===== config.mk =====
export PLATFORM = sky130hd
export DESIGN_NAME = rfb_div
export DESIGN_NICKNAME = d
export VERILOG_FILES = /design/src/rtl/resonator_filter_bank_core_macros.svh /design/src/rtl/rfb_pkg.sv /design/src/rtl/rfb_div.sv
export SDC_FILE = /design/constraint.sdc
export NUM_CORES = 1
export LEC_CHECK = 0
export ABC_CLOCK_PERIOD_IN_PS = 17150
export BUFFER_PORTS_ARGS = -buffer_cell sky130_fd_sc_hd__clkbuf_2
export CAP_MARGIN = 10
export CORE_ASPECT_RATIO = 0.7
export CORE_UTILIZATION = 46
export DETAILED_ROUTE_END_ITERATION = 8
export PLACE_DENSITY = 0.64
export SLEW_MARGIN = 20
export SYNTH_ARGS = -nofsm -noshare
export SYNTH_HDL_FRONTEND = slang
export SYNTH_SLANG_ARGS = --single-unit
export TNS_END_PERCENT = 5

===== constraint.sdc =====
create_clock -name clk -period 17.15 [get_ports clk]
set_input_delay 1.715 -clock clk [delete_from_list [all_inputs] [get_ports clk]]
set_output_delay 1.715 -clock clk [all_outputs]
set_load 0.01 [all_outputs]

===== src/rtl/resonator_filter_bank_core_macros.svh =====
// Assertion macros shared by the resonator filter bank RTL.
// Needs nothing else; included by the files that carry assertions.
`ifndef RESONATOR_FILTER_BANK_CORE_MACROS_SVH
`define RESONATOR_FILTER_BANK_CORE_MACROS_SVH

`ifndef SYNTHESIS
// Same-cycle implication: when ante holds, cons must hold at the same edge.
`define RFB_ASSERT_IMP(lbl, clk, rst_n, ante, cons, msg) \
	lbl: assert property (@(posedge clk) disable iff (!rst_n) (ante) |-> (cons)) \
		else $error(msg);
// Next-cycle implication: when ante holds, cons must hold at the next edge.
`define RFB_ASSERT_NXT(lbl, clk, rst_n, ante, cons, msg) \
	lbl: assert property (@(posedge clk) disable iff (!rst_n) (ante) |=> (cons)) \
		else $error(msg);
`else
`define RFB_ASSERT_IMP(lbl, clk, rst_n, ante, cons, msg)
`define RFB_ASSERT_NXT(lbl, clk, rst_n, ante, cons, msg)
`endif

`endif


===== src/rtl/rfb_pkg.sv =====
// Shared constants, types and helper functions of the resonator filter bank.
// No dependencies; used by the interfaces, the divider and the top level.
`default_nettype none

package rfb_pkg;

	localparam int MAX_BANDS = 32;
	localparam int BAND_W    = (MAX_BANDS > 1) ? $clog2(MAX_BANDS) : 1;
	localparam int CNT_W     = $clog2(MAX_BANDS + 1);
	localparam int BCW       = (CNT_W > 6) ? CNT_W : 6;

	localparam int SAMPLE_W = 16;
	localparam int COEF_W   = 24;
	localparam int LEVEL_W  = 16;
	localparam int ACC_W    = 44;
	localparam int PROD_W   = 57;

	localparam int QUO_W  = 15;
	localparam int QCNT_W = $clog2(QUO_W);
	localparam int DIV_W  = 52;

	localparam logic [16:0] ONE_Q15 = 17'd32768;
	localparam logic [24:0] REGEN_K = 25'd8389;

	typedef enum logic [1:0] {
		CFG_MIX   = 2'd0,
		CFG_DRIVE = 2'd1,
		CFG_REGEN = 2'd2,
		CFG_BANDS = 2'd3
	} rfb_cfg_idx_t;

	typedef enum logic [2:0] {
		CS_B0     = 3'd0,
		CS_B1     = 3'd1,
		CS_B2     = 3'd2,
		CS_A1     = 3'd3,
		CS_A2     = 3'd4,
		CS_WEIGHT = 3'd5
	} rfb_coef_sel_t;

	typedef struct packed {
		logic             start;
		logic [DIV_W-1:0] num;
		logic [DIV_W-1:0] den;
	} rfb_div_ctl_t;

	typedef struct packed {
		logic busy;
		logic done;
	} rfb_div_stat_t;

	// tanh(k/8) in Q0.15 for k = 0..32; larger codes hold at tanh(4).
	function automatic logic [14:0] tanh_tab(input logic [5:0] k);
		logic [14:0] t;
		case (k)
			6'd0:  t = 15'd0;
			6'd1:  t = 15'd4075;
			6'd2:  t = 15'd8025;
			6'd3:  t = 15'd11743;
			6'd4:  t = 15'd15143;
			6'd5:  t = 15'd18173;
			6'd6:  t = 15'd20813;
			6'd7:  t = 15'd23066;
			6'd8:  t = 15'd24956;
			6'd9:  t = 15'd26519;
			6'd10: t = 15'd27797;
			6'd11: t = 15'd28830;
			6'd12: t = 15'd29660;
			6'd13: t = 15'd30322;
			6'd14: t = 15'd30847;
			6'd15: t = 15'd31262;
			6'd16: t = 15'd31589;
			6'd17: t = 15'd31846;
			6'd18: t = 15'd32048;
			6'd19: t = 15'd32206;
			6'd20: t = 15'd32329;
			6'd21: t = 15'd32426;
			6'd22: t = 15'd32501;
			6'd23: t = 15'd32560;
			6'd24: t = 15'd32606;
			6'd25: t = 15'd32642;
			6'd26: t = 15'd32670;
			6'd27: t = 15'd32691;
			6'd28: t = 15'd32708;
			6'd29: t = 15'd32721;
			6'd30: t = 15'd32732;
			6'd31: t = 15'd32740;
			default: t = 15'd32746;
		endcase
		return t;
	endfunction

	// Saturate a wide signed value to the signed 32-bit range.
	function automatic logic signed [31:0] sat32(input logic signed [63:0] v);
		logic signed [31:0] r;
		if (v > 64'sd2147483647)
			r = 32'sh7FFFFFFF;
		else if (v < -64'sd2147483648)
			r = 32'sh80000000;
		else
			r = v[31:0];
		return r;
	endfunction

	// Clamp a Q0.15 level to at most one.
	function automatic logic [16:0] lim_q15(input logic [LEVEL_W-1:0] v);
		logic [16:0] r;
		if (17'(v) > ONE_Q15)
			r = ONE_Q15;
		else
			r = 17'(v);
		return r;
	endfunction

endpackage

`default_nettype wire


===== src/rtl/rfb_div.sv =====
// Restoring unsigned divider, one quotient bit per cycle, for the filter bank.
// Depends on rfb_pkg; the caller guarantees num < den * 2^QUO_W.
`default_nettype none

module rfb_div import rfb_pkg::*; (
	input  logic                  clk,
	input  logic                  arst_n,
	input  rfb_div_ctl_t          ctl,
	output rfb_div_stat_t         stat,
	output logic [QUO_W-1:0]      quo
);

	logic              busy_q;
	logic              done_q;
	logic [QCNT_W-1:0] cnt_q;
	logic [DIV_W-1:0]  rem_q;
	logic [DIV_W-1:0]  dsr_q;
	logic [QUO_W-1:0]  quo_q;
	logic              fit;

	assign fit = (rem_q >= dsr_q);

	always_ff @(posedge clk or negedge arst_n) begin
		if (!arst_n) begin
			busy_q <= 1'b0;
			done_q <= 1'b0;
			cnt_q  <= '0;
		end else begin
			done_q <= 1'b0;
			if (ctl.start) begin
				busy_q <= 1'b1;
				cnt_q  <= QCNT_W'(QUO_W - 1);
			end else if (busy_q) begin
				if (cnt_q == '0) begin
					busy_q <= 1'b0;
					done_q <= 1'b1;
				end else begin
					cnt_q <= cnt_q - QCNT_W'(1);
				end
			end
		end
	end

	always_ff @(posedge clk) begin
		if (ctl.start) begin
			rem_q <= ctl.num;
			dsr_q <= ctl.den << (QUO_W - 1);
			quo_q <= '0;
		end else if (busy_q) begin
			if (fit)
				rem_q <= rem_q - dsr_q;
			dsr_q <= dsr_q >> 1;
			quo_q <= {quo_q[QUO_W-2:0], fit};
		end
	end

	assign stat.busy = busy_q;
	assign stat.done = done_q;
	assign quo       = quo_q;

endmodule

`default_nettype wire


==> summary.md <==
| Metric | Value |
|---|---|
| Iteration-0 DRC Markers | around 620 |
| Latest clock arrival within the worst-skew pair | roughly 0.43 ns |
| Power share of the sequential group | between 20% and 30% |
| Mapped Cells | between 900 and 1000 |
| Initial Util | between 40% and 50% |
| CP Class | flip-flop to flip-flop |
| Crit path DAT | ~4.5 ns |
| FF-to-FF Start | rem_q[0]$_DFFE_PP_ |
| Status | finished, final reports clean |
| CP Depth | 14 |
| Fillcell total | 1634 |
| DIE HEIGHT | about 120 µm |
| Clk_skew | between 0.007 and 0.008 ns |
| Post-synth top area share | between 30% and 40% |
| FMAX | about 230 MHz |
| Placed wire-length estimate | between 15000 and 20000 µm |
| Avg Inst Size Synth | between 8 and 9 µm² |
| Hold_buf cts | 0 |
| Final WS setup | ~13 ns |
| Clk sink count | approximately 130 |
| Worst Setup SP | rem_q[0]$_DFFE_PP_ |
| Worst reg-to-reg path cell count | 14 |
| Lkg Pwr | between 4 and 5 nW |
| Reg-to-reg slack, setup | 12.85 ns |
| WP buf/inv | 3 |
| H-tree Lvls | 4 |
| Critical path's largest stage delay | about 0.6 ns |
| Vias per inst | approximately 5.5 |
| Largest fanout on the critical path | 27 |
| Power Dens Cells | around 180 mW/mm² |
| Share of cells above drive strength 1 | roughly 16% |
| Routed wire per std cell | ~16 µm |
| FFs w/ async S/R, synth | 4.80% |
| CTS resizes | 0 |
| Area leader, netlist | edfxtp_1 |
| Post-synth EDFFs | 90 |
| HP Class | flip-flop to flip-flop |
| Gate power share | roughly 52% |
| Antenna cell count | 0 |
| Family with the most delay on the worst path | compound AO/OA/AOI/OAI gates |
| Post-route ant nets | 0 |
| RSZ-0062 raised after global routing | no |
| CTS Buf Count | 17 |
| Vias in the first global route | 6539 |
| Area Growth Syn to Fin | 14.5% |
| CP endpoint | rem_q[28]$_DFFE_PP_ |
| Sw Share | between 40% and 50% |
| Crit share post-route | between 20% and 30% |
| Die Wd | ~160 µm |
| Crit end category | flip-flop |
| Synth Cell Area | between 0.008 and 0.009 mm² |
| Syn Nets | 1109 |
| CTS tree | done |
| Final hold violation count | 0 |
| #FFs+latches synth | about 130 |
| DRC Markers | 0 |
| Worst-Margin Slew | between 0.9 and 1 ns |
| CP cell instances | inv_1 -> ha_1 -> inv_1 -> fa_1 -> a21oi_1 -> o21ai_0 -> a21oi_1 -> o21ai_0 -> nand2_1 -> nand3_1 -> a21o_1 -> a221oi_1 -> o21ai_4 -> buf_4 |
| Nets | roughly 1200 |
| Clk root buf | clkbuf_16 |
| Max Cap Viol | 0 |
| First-pass iteration count of the detailed router | 5 |
| I/O pins | 124 |
| Final setup viols | 0 |
| Internal | slightly below 1 mW |
| Total number of vias | slightly above 7000 |
| Congestion Overflow GR | 0 |
| Library cells used by synthesis | 68 |
| First-pass GRT wire length | around 34000 µm |
| Worst rel slew slack | a little over a third |
| Minimum clock period | between 4 and 5 ns |
| Pin count of the biggest net entering global routing | 83 |
| Worst Path Required | approximately 17 ns |
| Worst VDD drop | 0.0708 mV |
| Clock power frac | 20.8% |
| Most frequent cells in the layout | 132 x nand2_1, 108 x clkbuf_2, 90 x edfxtp_1 |
| Ys flop type | edfxtp_1 |
| Seq/Total Area, Yosys | between 40 and 50% |
| Initial antenna violation count | 0 |
| Die ar. | between 0.015 and 0.02 mm² |
| Worst R2R End | rem_q[28]$_DFFE_PP_ |
| Number of buffers added on ports | approximately 110 |
| Drt total wl | roughly 21000 µm |
| Ranking of synthesized cells by area | edfxtp_1 32%, ha_1 7.9%, dfxtp_1 6.9% |
| Fin Setup TNS | 0 ns |
| CTS Buffer Depth | 2 |
| Startpoint Class | flip-flop |
| # rows | 40 |
| Gr usage total | 23.1% |
| Max Slew Vio Count | 0 |
| Core area | about 0.018 mm² |
| Most common cell after layout, fill and taps aside | nand2_1 |
| Gpl congestion | about 0.9 |
| Switching pwr | 0.726 mW |
| Clock slew at reported path FFs | around 0.070 ns |
| Slowest cell on crit path | a221oi_1 |
| Pre-CTS setup slack | ~13 ns |
| Ys Warns | 0 |
| Setup bufs post-CTS | 0 |
==> metal layers <==
metal	vias to the layer above	track usage, %	share of wire [%]
met5	-	0	0
met4	0	6.36	1.1
met3	18	4.58	5.5
met2	200	32.7	40
met1	3268	35.4	53
li1	3560	-	-
==> layout make-up <==
cell class,instances,area [µm²],share of cell area (%)
sequential,125,3430,35.6
clock buffer,18,450,4.67
clock inverter,14,118,1.22
multi-input combinational,685,4440,46.1
tap,231,289,3.00
inverter,84,315,3.27
timing repair buffer,114,589,6.11
==> synth_stat cells (all sizes together) (9+ instances only) <==
library cell	number
xor2	17
nand2	132
mux2i	28
nor2	58
and2	10
a21oi	70
edfxtp	90
nand4	16
xnor2	28
buf	18
a21o	25
a31oi	9
o31ai	42
ha	53
inv	84
o21ai	76
clkbuf	36
o21bai	18
nand3	14
dfxtp	29
and3	12
==> worst min path at each step <==
stage	cells past startpoint	slack, ns	from	to
after floorplan	2	0.46	dsr_q[0]$_SDFFE_PP0P_	dsr_q[0]$_SDFFE_PP0P_
after global placement	2	0.48	quo[14]$_SDFFE_PP0P_	quo[14]$_SDFFE_PP0P_
after detailed placement	2	0.48	quo[14]$_SDFFE_PP0P_	quo[14]$_SDFFE_PP0P_
after CTS	2	0.50	quo[14]$_SDFFE_PP0P_	quo[14]$_SDFFE_PP0P_
after global routing	2	0.55	dsr_q[2]$_SDFFE_PP0P_	dsr_q[2]$_SDFFE_PP0P_
final	2	0.50	quo[14]$_SDFFE_PP0P_	quo[14]$_SDFFE_PP0P_
==> metrics by stage <==
step,cell area [µm²],std cells,power [mW],util (%),hold WS (ns)
2_1_floorplan,8420,948,1.14,-,0.465
3_3_place_gp,9070,1239,1.33,51.8,0.476
3_5_place_dp,9070,1239,1.33,51.8,0.482
4_1_cts,9640,1271,1.70,55.0,0.500
5_1_grt,9640,1271,1.83,55.0,0.546
6_report,9640,1271,1.71,55.0,0.501
==> worst min-delay path: stages (launching register included) <==
cell and delay [ns]:
dfxtp_1 0.32, mux2i_1 0.07, nor2_1 0.07
==> power groups by stage <==
stage                     combinational, mW  clock, mW  sequential (mW)
after floorplan                       0.679          0            0.465
after global placement                0.866          0            0.463
after detailed placement              0.868          0            0.466
after CTS                             0.877      0.359            0.461
after global routing                  0.991      0.373            0.468
final                                 0.892      0.355            0.460
==> sequential cells by signal, summed over array words and instances, names as in the netlist <==
register,count
cnt_q,4
busy_q,1
quo,15
done_q,1
rem_q,52
dsr_q,52
==> cell families (layout without fill, tap and decap cells) <==
| family | count (synthesis) | in the layout | synth area share [%] |
|---|---|---|---|
| compound gates | 286 | 286 | 21.9 |
| simple gates | 271 | 271 | 14.5 |
| buf+inv | 138 | 230 | 6.55 |
| flops | 125 | 125 | 40.8 |
| fa+ha+maj | 54 | 54 | 8.12 |
| xor+xnor | 45 | 45 | 4.68 |
| mux | 29 | 29 | 3.46 |
No activity file was read; power rests on OpenSTA's default activity.
